## config.mk

```make
export PLATFORM = sky130hd
export DESIGN_NAME = waveform_peak_trough_measure
export DESIGN_NICKNAME = d
export VERILOG_FILES = /design/src/rtl/core/wpt_pkg.sv /design/src/rtl/core/wpt_queue.sv /design/src/rtl/core/wpt_front.sv /design/src/rtl/core/wpt_back.sv /design/src/rtl/core/waveform_peak_trough_measure.sv
export SDC_FILE = /design/constraint.sdc
export NUM_CORES = 1
export LEC_CHECK = 0
export BUFFER_PORTS_ARGS = -buffer_cell sky130_fd_sc_hd__buf_2
export CAP_MARGIN = 5
export CORE_MARGIN = 2
export CORE_UTILIZATION = 65
export DETAILED_ROUTE_END_ITERATION = 12
export GPL_TIMING_DRIVEN = 0
export PLACE_DENSITY = 0.84
export SYNTH_ARGS = -nofsm -noshare
export SYNTH_HDL_FRONTEND = slang
export SYNTH_SLANG_ARGS = --single-unit
```

## constraint.sdc

```tcl
create_clock -name clock -period 8.4 [get_ports clock]
set_clock_uncertainty 0.05 [all_clocks]
set_input_delay 0.42 -clock clock [delete_from_list [all_inputs] [get_ports clock]]
set_output_delay 0.42 -clock clock [all_outputs]
set_load 0.03 [all_outputs]
```

## src/rtl/core/wpt_pkg.sv

```systemverilog
`default_nettype none

package wpt_pkg;

   localparam int FREQ_BITS      = 16;
   localparam int CONFIRM_BITS   = 4;
   localparam int CSR_INDEX_BITS = 2;
   localparam int CSR_DATA_BITS  = 16;
   localparam int DIV_STEP_BITS  = $clog2(FREQ_BITS);

   localparam logic [CSR_INDEX_BITS-1:0] CSR_MEASURE_ENABLE = 2'd0;
   localparam logic [CSR_INDEX_BITS-1:0] CSR_CONFIRM_COUNT  = 2'd1;
   localparam logic [CSR_INDEX_BITS-1:0] CSR_FREQ_NUMERATOR = 2'd2;

   localparam logic                    RESET_MEASURE_ENABLE = 1'b1;
   localparam logic [CONFIRM_BITS-1:0] RESET_CONFIRM_COUNT  = 4'd5;
   localparam logic [FREQ_BITS-1:0]    RESET_FREQ_NUMERATOR = 16'd2000;

   localparam logic [DIV_STEP_BITS-1:0] DIV_LAST_STEP = DIV_STEP_BITS'(FREQ_BITS - 1);

   typedef struct packed {
      logic                 amp_updated;
      logic                 freq_updated;
      logic                 trend_rising;
      logic [FREQ_BITS-1:0] numerator;
      logic [FREQ_BITS-1:0] divisor;
   } job_type;

   typedef enum logic [1:0] {
      BACK_IDLE,
      BACK_DIV,
      BACK_DONE
   } back_state_type;

endpackage

`default_nettype wire

```

## src/rtl/core/wpt_queue.sv

```systemverilog
`default_nettype none

module wpt_queue #(
   parameter int WIDTH = 44
) (
   input  wire logic             clock,
   input  wire logic             reset,
   input  wire logic             push_valid,
   output logic                  push_ready,
   input  wire logic [WIDTH-1:0] push_data,
   output logic                  pop_valid,
   input  wire logic             pop_ready,
   output logic [WIDTH-1:0]      pop_data
);

   localparam int DEPTH = 2;
   localparam int PTR_BITS = $clog2(DEPTH);

   logic [WIDTH-1:0]    mem_ff [DEPTH];
   logic [PTR_BITS-1:0] wr_ptr_ff, wr_ptr_in;
   logic [PTR_BITS-1:0] rd_ptr_ff, rd_ptr_in;
   logic [PTR_BITS:0]   count_ff, count_in;
   logic                do_push, do_pop;

   assign push_ready = (count_ff != (PTR_BITS+1)'(DEPTH));
   assign pop_valid  = (count_ff != '0);
   assign pop_data   = mem_ff[rd_ptr_ff];
   assign do_push    = push_valid && push_ready;
   assign do_pop     = pop_valid && pop_ready;

   always_comb begin
      wr_ptr_in = do_push ? wr_ptr_ff + 1'b1 : wr_ptr_ff;
      rd_ptr_in = do_pop ? rd_ptr_ff + 1'b1 : rd_ptr_ff;
      count_in  = count_ff;
      if (do_push && !do_pop) begin
         count_in = count_ff + 1'b1;
      end else if (do_pop && !do_push) begin
         count_in = count_ff - 1'b1;
      end
   end

   always_ff @(posedge clock) begin
      if (reset) begin
         wr_ptr_ff <= '0;
         rd_ptr_ff <= '0;
         count_ff  <= '0;
      end else begin
         wr_ptr_ff <= wr_ptr_in;
         rd_ptr_ff <= rd_ptr_in;
         count_ff  <= count_in;
      end
   end

   always_ff @(posedge clock) begin
      if (do_push) begin
         mem_ff[wr_ptr_ff] <= push_data;
      end
   end

endmodule

`default_nettype wire

```

## src/rtl/core/wpt_front.sv

```systemverilog
`default_nettype none

module wpt_front #(
   parameter int SAMPLE_BITS = 8
) (
   input  wire logic                               clock,
   input  wire logic                               reset,
   input  wire logic                               req_valid,
   output logic                                    req_ready,
   input  wire logic [SAMPLE_BITS-1:0]             req_sample,
   input  wire logic                               csr_write_en,
   input  wire logic [wpt_pkg::CSR_INDEX_BITS-1:0] csr_index,
   input  wire logic [wpt_pkg::CSR_DATA_BITS-1:0]  csr_wdata,
   output logic                                    push_valid,
   input  wire logic                               push_ready,
   output logic [SAMPLE_BITS-1:0]                  push_amplitude,
   output wpt_pkg::job_type                        push_job
);

   logic                                 enable_ff;
   logic [wpt_pkg::CONFIRM_BITS-1:0]     confirm_ff;
   logic [wpt_pkg::FREQ_BITS-1:0]        numer_ff;

   logic [SAMPLE_BITS-1:0]               prev_ff, prev_in;
   logic                                 trend_ff, trend_in;
   logic [wpt_pkg::CONFIRM_BITS-1:0]     cnt_ff, cnt_in;
   logic [SAMPLE_BITS-1:0]               trough_ff, trough_in;
   logic [SAMPLE_BITS-1:0]               peak_ff, peak_in;
   logic [wpt_pkg::FREQ_BITS-1:0]        period_ff, period_in;
   logic [SAMPLE_BITS-1:0]               amp_ff, amp_in;

   logic                                 accept;
   logic [wpt_pkg::FREQ_BITS-1:0]        period_inc;
   logic [wpt_pkg::CONFIRM_BITS-1:0]     cnt_next;
   logic [SAMPLE_BITS-1:0]               peak_new;
   logic                                 amp_upd, freq_upd;

   assign req_ready  = push_ready;
   assign push_valid = req_valid;
   assign accept     = req_valid && push_ready;

   always_comb begin
      prev_in    = prev_ff;
      trend_in   = trend_ff;
      cnt_in     = cnt_ff;
      trough_in  = trough_ff;
      peak_in    = peak_ff;
      period_in  = period_ff;
      amp_in     = amp_ff;
      amp_upd    = 1'b0;
      freq_upd   = 1'b0;
      period_inc = (period_ff != '1) ? period_ff + 1'b1 : period_ff;
      cnt_next   = cnt_ff + 1'b1;
      peak_new   = (cnt_ff == '0) ? req_sample : peak_ff;
      if (accept && enable_ff) begin
         period_in = period_inc;
         if (req_sample > prev_ff && !trend_ff) begin
            if (cnt_ff == '0) begin
               trough_in = req_sample;
            end
            cnt_in = cnt_next;
            if (cnt_next >= confirm_ff) begin
               trend_in  = 1'b1;
               cnt_in    = '0;
               period_in = '0;
               freq_upd  = 1'b1;
            end
         end else if (req_sample < prev_ff && trend_ff) begin
            peak_in = peak_new;
            cnt_in  = cnt_next;
            if (cnt_next >= confirm_ff) begin
               trend_in = 1'b0;
               cnt_in   = '0;
               amp_in   = (peak_new > trough_ff) ? peak_new - trough_ff : '0;
               amp_upd  = 1'b1;
            end
         end
         prev_in = req_sample;
      end
   end

   always_comb begin
      push_amplitude        = amp_in;
      push_job.amp_updated  = amp_upd;
      push_job.freq_updated = freq_upd;
      push_job.trend_rising = trend_in;
      push_job.numerator    = numer_ff;
      push_job.divisor      = period_inc;
   end

   always_ff @(posedge clock) begin
      if (reset) begin
         enable_ff  <= wpt_pkg::RESET_MEASURE_ENABLE;
         confirm_ff <= wpt_pkg::RESET_CONFIRM_COUNT;
         numer_ff   <= wpt_pkg::RESET_FREQ_NUMERATOR;
      end else if (csr_write_en) begin
         case (csr_index)
            wpt_pkg::CSR_MEASURE_ENABLE: begin
               enable_ff <= csr_wdata[0];
            end
            wpt_pkg::CSR_CONFIRM_COUNT: begin
               confirm_ff <= csr_wdata[wpt_pkg::CONFIRM_BITS-1:0];
            end
            wpt_pkg::CSR_FREQ_NUMERATOR: begin
               numer_ff <= csr_wdata[wpt_pkg::FREQ_BITS-1:0];
            end
            default: begin
            end
         endcase
      end
   end

   always_ff @(posedge clock) begin
      if (reset) begin
         prev_ff   <= '0;
         trend_ff  <= 1'b1;
         cnt_ff    <= '0;
         trough_ff <= '0;
         peak_ff   <= '0;
         period_ff <= '0;
         amp_ff    <= '0;
      end else begin
         prev_ff   <= prev_in;
         trend_ff  <= trend_in;
         cnt_ff    <= cnt_in;
         trough_ff <= trough_in;
         peak_ff   <= peak_in;
         period_ff <= period_in;
         amp_ff    <= amp_in;
      end
   end

endmodule

`default_nettype wire

```

## src/rtl/core/wpt_back.sv

```systemverilog
`default_nettype none

module wpt_back #(
   parameter int SAMPLE_BITS = 8
) (
   input  wire logic                          clock,
   input  wire logic                          reset,
   input  wire logic                          q_valid,
   output logic                               q_pop,
   input  wire logic [SAMPLE_BITS-1:0]        q_amplitude,
   input  wire wpt_pkg::job_type              q_job,
   output logic                               rsp_valid,
   input  wire logic                          rsp_ready,
   output logic [SAMPLE_BITS-1:0]             rsp_amplitude,
   output logic [wpt_pkg::FREQ_BITS-1:0]      rsp_frequency,
   output logic                               rsp_amp_updated,
   output logic                               rsp_freq_updated,
   output logic                               rsp_trend_rising
);

   wpt_pkg::back_state_type state_ff, state_in;

   logic [SAMPLE_BITS-1:0]              amp_ff;
   wpt_pkg::job_type                    job_ff;
   logic [wpt_pkg::FREQ_BITS-1:0]       rem_ff;
   logic [wpt_pkg::FREQ_BITS-1:0]       quo_ff;
   logic [wpt_pkg::DIV_STEP_BITS-1:0]   step_ff;
   logic [wpt_pkg::FREQ_BITS-1:0]       freq_hold_ff;
   logic                                rsp_valid_ff;
   logic [SAMPLE_BITS-1:0]              rsp_amp_ff;
   logic [wpt_pkg::FREQ_BITS-1:0]       rsp_freq_ff;
   logic                                rsp_amp_upd_ff;
   logic                                rsp_freq_upd_ff;
   logic                                rsp_trend_ff;

   logic                                div_step, load;
   logic [wpt_pkg::FREQ_BITS:0]         trial;
   logic [wpt_pkg::FREQ_BITS-1:0]       freq_new;

   // next state
   always_comb begin
      state_in = state_ff;
      case (state_ff)
         wpt_pkg::BACK_IDLE: begin
            if (q_valid) begin
               state_in = q_job.freq_updated ? wpt_pkg::BACK_DIV : wpt_pkg::BACK_DONE;
            end
         end
         wpt_pkg::BACK_DIV: begin
            if (step_ff == wpt_pkg::DIV_LAST_STEP) begin
               state_in = wpt_pkg::BACK_DONE;
            end
         end
         wpt_pkg::BACK_DONE: begin
            if (!rsp_valid_ff || rsp_ready) begin
               state_in = wpt_pkg::BACK_IDLE;
            end
         end
         default: begin
            state_in = wpt_pkg::BACK_IDLE;
         end
      endcase
   end

   // outputs
   always_comb begin
      q_pop    = 1'b0;
      div_step = 1'b0;
      load     = 1'b0;
      case (state_ff)
         wpt_pkg::BACK_IDLE: begin
            q_pop = q_valid;
         end
         wpt_pkg::BACK_DIV: begin
            div_step = 1'b1;
         end
         wpt_pkg::BACK_DONE: begin
            load = !rsp_valid_ff || rsp_ready;
         end
         default: begin
         end
      endcase
   end

   // one restoring step per cycle
   assign trial    = {rem_ff, quo_ff[wpt_pkg::FREQ_BITS-1]} - {1'b0, job_ff.divisor};
   assign freq_new = job_ff.freq_updated ? quo_ff : freq_hold_ff;

   always_ff @(posedge clock) begin
      if (reset) begin
         state_ff     <= wpt_pkg::BACK_IDLE;
         freq_hold_ff <= '0;
         rsp_valid_ff <= 1'b0;
      end else begin
         state_ff <= state_in;
         if (load) begin
            freq_hold_ff <= freq_new;
            rsp_valid_ff <= 1'b1;
         end else if (rsp_ready) begin
            rsp_valid_ff <= 1'b0;
         end
      end
   end

   always_ff @(posedge clock) begin
      if (q_pop) begin
         amp_ff  <= q_amplitude;
         job_ff  <= q_job;
         rem_ff  <= '0;
         quo_ff  <= q_job.numerator;
         step_ff <= '0;
      end else if (div_step) begin
         step_ff <= step_ff + 1'b1;
         if (!trial[wpt_pkg::FREQ_BITS]) begin
            rem_ff <= trial[wpt_pkg::FREQ_BITS-1:0];
            quo_ff <= {quo_ff[wpt_pkg::FREQ_BITS-2:0], 1'b1};
         end else begin
            rem_ff <= {rem_ff[wpt_pkg::FREQ_BITS-2:0], quo_ff[wpt_pkg::FREQ_BITS-1]};
            quo_ff <= {quo_ff[wpt_pkg::FREQ_BITS-2:0], 1'b0};
         end
      end
      if (load) begin
         rsp_amp_ff      <= amp_ff;
         rsp_freq_ff     <= freq_new;
         rsp_amp_upd_ff  <= job_ff.amp_updated;
         rsp_freq_upd_ff <= job_ff.freq_updated;
         rsp_trend_ff    <= job_ff.trend_rising;
      end
   end

   assign rsp_valid        = rsp_valid_ff;
   assign rsp_amplitude    = rsp_amp_ff;
   assign rsp_frequency    = rsp_freq_ff;
   assign rsp_amp_updated  = rsp_amp_upd_ff;
   assign rsp_freq_updated = rsp_freq_upd_ff;
   assign rsp_trend_rising = rsp_trend_ff;

endmodule

`default_nettype wire

```

## src/rtl/core/waveform_peak_trough_measure.sv

```systemverilog
// Waveform peak / trough measurement.
// Input channel req_*: one ADC sample per transaction. Result channel rsp_*:
// exactly one transaction per accepted sample, in order, carrying the held
// amplitude and frequency, the two updated flags and the trend after it.
// Configuration csr_*: one register written per cycle with csr_write_en high;
// index 0 measure_enable, 1 confirm_count, 2 freq_numerator. Write only idle.
// The front stage takes a sample and updates trend, peak, trough and
// amplitude at once; a two-entry queue passes each transaction to the
// back stage, which owns the frequency divider and the output register.
// A result passes the queue, the back stage's job register and the output
// register; a sample that confirms a falling-to-rising turn also passes the
// 16-step restoring divider, which makes one quotient bit per cycle. The back
// stage pops no new transaction until the last one is in the output register.
// Reset clears front-stage state, restores the register defaults and empties the
// queue and output register. While rsp_ready is low the result holds, the
// queue fills and req_ready drops once both entries are taken.
`default_nettype none

module waveform_peak_trough_measure #(
   parameter int SAMPLE_BITS = 8
) (
   input  wire logic                               clock,
   input  wire logic                               reset,
   input  wire logic                               req_valid,
   output logic                                    req_ready,
   input  wire logic [SAMPLE_BITS-1:0]             req_sample,
   output logic                                    rsp_valid,
   input  wire logic                               rsp_ready,
   output logic [SAMPLE_BITS-1:0]                  rsp_amplitude,
   output logic [wpt_pkg::FREQ_BITS-1:0]           rsp_frequency,
   output logic                                    rsp_amp_updated,
   output logic                                    rsp_freq_updated,
   output logic                                    rsp_trend_rising,
   input  wire logic                               csr_write_en,
   input  wire logic [wpt_pkg::CSR_INDEX_BITS-1:0] csr_index,
   input  wire logic [wpt_pkg::CSR_DATA_BITS-1:0]  csr_wdata
);

   localparam int JOB_BITS = $bits(wpt_pkg::job_type);
   localparam int Q_BITS   = JOB_BITS + SAMPLE_BITS;

   logic                   push_valid, push_ready;
   logic [SAMPLE_BITS-1:0] push_amplitude;
   wpt_pkg::job_type       push_job;
   logic                   pop_valid, pop_ready;
   logic [Q_BITS-1:0]      push_data, pop_data;
   logic [SAMPLE_BITS-1:0] pop_amplitude;
   wpt_pkg::job_type       pop_job;

   assign push_data     = {push_amplitude, push_job};
   assign pop_amplitude = pop_data[Q_BITS-1:JOB_BITS];
   assign pop_job       = pop_data[JOB_BITS-1:0];

   wpt_front #(
      .SAMPLE_BITS(SAMPLE_BITS)
   ) u_front (
      .clock          (clock),
      .reset          (reset),
      .req_valid      (req_valid),
      .req_ready      (req_ready),
      .req_sample     (req_sample),
      .csr_write_en   (csr_write_en),
      .csr_index      (csr_index),
      .csr_wdata      (csr_wdata),
      .push_valid     (push_valid),
      .push_ready     (push_ready),
      .push_amplitude (push_amplitude),
      .push_job       (push_job)
   );

   wpt_queue #(
      .WIDTH(Q_BITS)
   ) u_queue (
      .clock      (clock),
      .reset      (reset),
      .push_valid (push_valid),
      .push_ready (push_ready),
      .push_data  (push_data),
      .pop_valid  (pop_valid),
      .pop_ready  (pop_ready),
      .pop_data   (pop_data)
   );

   wpt_back #(
      .SAMPLE_BITS(SAMPLE_BITS)
   ) u_back (
      .clock            (clock),
      .reset            (reset),
      .q_valid          (pop_valid),
      .q_pop            (pop_ready),
      .q_amplitude      (pop_amplitude),
      .q_job            (pop_job),
      .rsp_valid        (rsp_valid),
      .rsp_ready        (rsp_ready),
      .rsp_amplitude    (rsp_amplitude),
      .rsp_frequency    (rsp_frequency),
      .rsp_amp_updated  (rsp_amp_updated),
      .rsp_freq_updated (rsp_freq_updated),
      .rsp_trend_rising (rsp_trend_rising)
   );

endmodule

`default_nettype wire

```

Word-level counts from Yosys, hierarchy flattened

Memory sizes are Yosys's and may differ from the RTL's. A register that Yosys moved wholly into a read port is not among the register bits.
Cells that the tools add are included.

Add/subtract/negate cells: 9
Order comparisons: 4
Equality and inequality tests: 10
Mux-type cells: 44
Bitwise gates (word level): 1
Reductions and logical operators: 27

Operator list:

| kind                  | count |
|---|---|
| $mux 16               | 7 |
| $mux 8                | 6 |
| $mux 1                | 21 |
| $sub 17x16->17        | 1 |
| $add 16x1->16 const B | 1 |
| $gt 8x8->1            | 2 |
| $ne 16x16->1 const B  | 1 |
| $mux 2                | 6 |
| $mux 4                | 3 |
| $reduce_bool 2->1     | 5 |
| $reduce_and 3->1      | 3 |
| $add 4x1->4 const B   | 2 |
| $lt 8x8->1            | 1 |
| $reduce_and 2->1      | 4 |
| $sub 8x8->8           | 1 |
| $logic_and 1x1->1     | 7 |
| $ne 2x1->1 const B    | 3 |
| $pmux 2 s3            | 1 |
| $eq 2x1->1 const B    | 2 |
| $eq 2x2->1 const B    | 2 |
| $eq 4x4->1 const B    | 1 |
| $ge 4x4->1            | 1 |
| $logic_not 1->1       | 4 |
| $logic_not 2->1       | 2 |
| other kinds (7)       | 8 |

Register bits: 187
RAM bits: 86
Input port bits: 31
Logic and storage cells: 125
Memories: 1

Memories:

| name           | depth | bits a word | rd ports | clocked after memory_dff | wr ports | RTL line        | source |
|---|---|---|---|---|---|---|---|
| u_queue.mem_ff | 2     | 43          | 1        | 1                        | 1        | wpt_queue.sv:19 | `logic [WIDTH-1:0] mem_ff [DEPTH];` |

Longest topological paths before layout

Word-level depth: 8
Gate-level depth with buffers: 14

By module

A second synthesis with hierarchy kept.

Cells, all modules: 1063
Area, all modules: 12358.1 µm²

Modules (own cells, without submodules):

| module    | times used | cells an instance | area an instance (µm²) | sequential area each (µm²) |
|---|---|---|---|---|
| wpt_back  | 1          | 399               | 4875.9                 | 2882.8 |
| wpt_front | 1          | 506               | 4157.7                 | 1481.4 |
| wpt_queue | 1          | 158               | 3324.4                 | 2682.6 |

Worst setup path after synthesis

OpenSTA, ideal clock, no wires.

Path type: reg2reg
Start point: register u_queue.count_ff[0]
End point: memory u_queue.mem_ff[0][0] (netlist bit) (enable)
Setup time: 0.444 ns
Arrival time: 2.703 ns
Data required time: 7.906 ns
Setup slack: 5.204 ns
Stages on the path, launching flop included: 4
Cells stage by stage: dfxtp_1 -> nand2b_1 -> nand2_1 -> nor2_1

Cells in the longest elaborated chain, start to end: 4

Ends and longest elaborated chain:

| item                         | RTL line                           | source |
|---|---|---|
| from (decl)                  | wpt_queue.sv:22                    | `logic [PTR_BITS:0] count_ff, count_in;` |
| from (signal assigned)       | wpt_queue.sv:50                    | `count_ff <= count_in;` |
| $ne 2x2->1                   | wpt_queue.sv:25                    | `assign push_ready = (count_ff != (PTR_BITS+1)'(DEPTH));` |
| net req_ready                | waveform_peak_trough_measure.sv:25 | `output logic req_ready,` |
| $logic_and 1x1->1            | wpt_queue.sv:28                    | `assign do_push = push_valid && push_ready;` |
| $mux 1                       | wpt_queue.sv:55                    | `if (do_push) begin` |
| $mux 1 (not written as such) | wpt_queue.sv:56                    | `mem_ff[wr_ptr_ff] <= push_data;` |
| to (decl)                    | wpt_queue.sv:19                    |  |

The timed path passes the listed nets, and every way through them passes these cells.

Worst setup path in the final report

Start point: register u_front.cnt_ff[0] (netlist bit)
End point: memory u_queue.mem_ff[1][42] (netlist bit), data pin

Cells in the longest elaborated chain, start to end: 8

Ends and longest elaborated chain:

| item                                      | RTL line                           | source |
|---|---|---|
| from (decl)                               | wpt_front.sv:26                    | `logic [wpt_pkg::CONFIRM_BITS-1:0] cnt_ff, cnt_in;` |
| from (signal assigned)                    | wpt_front.sv:125                   | `cnt_ff <= cnt_in;` |
| $logic_not 4->1                           | wpt_front.sv:54                    | `peak_new = (cnt_ff == '0) ? req_sample : peak_ff;` |
| $mux 8                                    | wpt_front.sv:54                    |  |
| $sub 8x8->8 or $gt 8x8->1 (tied branches) | wpt_front.sv:74                    | `amp_in = (peak_new > trough_ff) ? peak_new - trough_ff : '0;` |
| $mux 8                                    | wpt_front.sv:74                    |  |
| $mux 8 *                                  | wpt_front.sv:71                    | `if (cnt_next >= confirm_ff) begin` |
| $mux 8 *                                  | wpt_front.sv:68                    | `end else if (req_sample < prev_ff && trend_ff) begin` |
| $mux 8 *                                  | wpt_front.sv:57                    | `if (req_sample > prev_ff && !trend_ff) begin` |
| $mux 8 *                                  | wpt_front.sv:55                    | `if (accept && enable_ff) begin` |
| net push_amplitude[7]                     | waveform_peak_trough_measure.sv:43 | `logic [SAMPLE_BITS-1:0] push_amplitude;` |

The timed path passes the listed nets; every way through them passes the cells marked *.

==> reports/results.ini <==
[final_layout]
area_growth_pct=12.42
diodes=0
nets=1246
layout-drive-gt1-share=0.1584

[synthesis]
synth_flop_cell=edfxtp_1
synth_seq_area_share=0.5772
synth-edff-count=156
ys_ff_latch=274
synth_nets=1156
ys_top_cells_by_area=edfxtp_1 (38%), dfxtp_1 (19%), mux2_2 (4.6%), ha_1 (4.2%), mux2i_1 (4.1%)
avgSynthCellArea_um2=11.28
synth_warnings=0
synth-async-reset-ratio=0
syn_inst=1082
synth_top_area_frac=0.3837
ys_types=71
yosysTopAreaCell=edfxtp_1
syn_area_um2=12210
synth_most_common_cell=edfxtp_1
ys_top_cells_by_count=edfxtp_1 (156), nand2_1 (120), dfxtp_1 (118)

[critical_path]
arrival_ns=4.02
endpoint_kind=flip-flop
cp_max_fo=9
r2r-start=u_front.cnt_ff[0]$_SDFFE_PP0P_
required_ns=8.67
rr_worst_depth=13
r2r_slack_ns=4.64
r2r_end=u_queue.mem_ff[1][42]$_DFFE_PP_
startpoint_type=flip-flop
path_class=reg2reg

[power]
seqPwrFrac=0.452
clockPowerShare=0.277
sw_frac_of_total=0.3245
power.density_nw_per_um2=311.5
ir_drop_v=0.0002066
finalPower_uw=4275
leakage_uw=0.005071
p_comb_frac=0.271
p_int_uw=2887
power_switching_uw=1387

[routing]
vias=8486
wl_per_cell_um=17.78
drc=0
drt_iter0_markers=543
totalWireLength_um=25370
antenna_left=0
viasPerCell=5.947
drt_pre_antenna_iters=7

[grt]
first_global_vias=8253
grt_pass1_wl_um=41230
antenna_found_initial=0
grt_max_degree=37
grt_use_total=0.2581
grt_overflow_total=0

[min_path]
hold_path_end=u_front.numer_ff[4]$_SDFFE_PP1P_
holdPathStages=3
hp-start=csr_wdata[4]
holdCritPathClass=in2reg

[timing]
max_freq_ghz=0.2662
min_period_ns=3.756
tightestPinTransition_ns=1.153
slew_headroom=0.2265
grt_setup_unrepaired=false
setup_viol=0
final.setup.tns_ns=0
drv_slew=0
hold_viol=0
period_share=0.4471

[clocking]
root_buffer=clkbuf_16
clk_latency_ns=0.54
ctsHoldBuffers=0
htree_levels=1
cts_setup_buffers=0
cts_resized=0
clk_transition_reported_paths_ns=0.07
cts_buffer_depth=3
clock-sinks=274
cts_tree=yes
cts_made_buffers=27

[floorplan]
die_w_um=141.0
fp-row-count=50
core_um2=18580
ios=60
die_h_um=141.0
die-area_um2=19890
start_util=0.6570

[job]
max-cap-violations=0

[place]
port_buffers=59
gp_congestion=0.8796
dp_hpwl_um=16570

[outcome]
outcome=finished clean

-- placed cells by master, fill, tap and decap left out, drive strengths merged, types with 4 or more instances in the layout --
master    count
clkinv        9
o31ai         7
or3           8
a21o          7
nand4         8
nor2b         8
nand3b        5
edfxtp      156
clkbuf       61
nor3b         4
ha           41
nor3         55
and2          8
o21a          9
dfxtp       118
inv          53
mux2i        50
a2111oi       4
nand3        26
nand2       120
o21ai        64
nor2         78
clkinvlp      7
nand2b       13
o211ai        6
xnor2        21
buf          76
xor2         15
mux2         50
a21oi        54
and3          8
-- how the worst max path moves through the flow --
stage                                     startpoint                               to  slack (ns)  depth (start not counted)
floorplan           u_queue.count_ff[0]$_SDFFE_PP0P_   u_queue.mem_ff[0][0]$_DFFE_PP_        5.20                          3
finish                u_front.cnt_ff[0]$_SDFFE_PP0P_  u_queue.mem_ff[1][42]$_DFFE_PP_        4.64                         13
global placement    u_queue.count_ff[0]$_SDFFE_PP0P_  u_queue.mem_ff[0][20]$_DFFE_PP_        4.40                          3
global route          u_front.cnt_ff[0]$_SDFFE_PP0P_  u_queue.mem_ff[1][42]$_DFFE_PP_        4.41                         13
CTS                   u_front.cnt_ff[0]$_SDFFE_PP0P_  u_queue.mem_ff[0][42]$_DFFE_PP_        4.67                         13
detailed placement    u_front.cnt_ff[0]$_SDFFE_PP0P_  u_queue.mem_ff[1][42]$_DFFE_PP_        4.76                         13
-- power groups by stage --
stage | sequential, µW | combinational (µW) | clock (µW)
floorplan | 1980 | 788 | 0
global route | 1960 | 1280 | 1240
global placement | 1940 | 1090 | 0
CTS | 1930 | 1160 | 1200
finish | 1930 | 1160 | 1180
detailed placement | 1950 | 1130 | 0
-- flip-flops by register name, indices dropped and copies added (netlist names), 16 cells and up, named ones only --
register,flops
u_front.numer_ff,16
u_back.job_ff,19
u_back.rem_ff,16
u_back.freq_hold_ff,16
u_back.rsp_frequency,16
u_queue.mem_ff,86
u_back.quo_ff,16
u_front.period_ff,16
-- worst max-delay path: stages, from the launching register on --
cell,delay [ns]
dfxtp_1,0.36
inv_1,0.07
ha_1,0.13
nor3b_2,0.68
mux2i_1,0.22
ha_1,0.28
fa_1,0.40
nor2b_1,0.13
o21ai_1,0.08
nand2_1,0.10
a31oi_1,0.12
or3_1,0.37
buf_2,0.18
o21ai_0,0.33
-- kinds of logic after synthesis --
family	share of synthesized area
simple gates	0.1383
flops	0.5772
compound gates	0.09460
mux	0.08712
buf+inv	0.03167
fa+ha+maj	0.04530
xor+xnor	0.02583
-- routing by layer --
layer  vias up  share of wire  GRT usage
met5         -              0          0
met4         0          0.029    0.09684
met3        52          0.056    0.03974
met2       268           0.50     0.4496
met1      4084           0.41     0.3284
li1       4082              -          -
-- layout make-up --
type                       instances  area, µm²
clock buffer                      29      683.2
fill                            1191       4856
sequential                       274       7047
clock inverter                    21      195.2
multi-input combinational        711       4783
timing repair buffer              61      335.3
buffer                            47      200.2
inverter                          50      187.7
tap                              234      292.8
-- per-stage QoR --
step	util	instances	setup WS (ns)	hold WS [ns]	area, µm²
2_1_floorplan	-	1082	5.204	0.3503	12210
3_3_place_gp	0.6887	1375	4.399	0.3508	12800
3_5_place_dp	0.6914	1377	4.758	0.3583	12850
4_1_cts	0.7387	1427	4.675	0.01937	13720
5_1_grt	0.7387	1427	4.410	0.03778	13720
6_report	0.7387	1427	4.644	0.03710	13720
Note: power is estimated with default switching activity, not from simulation.
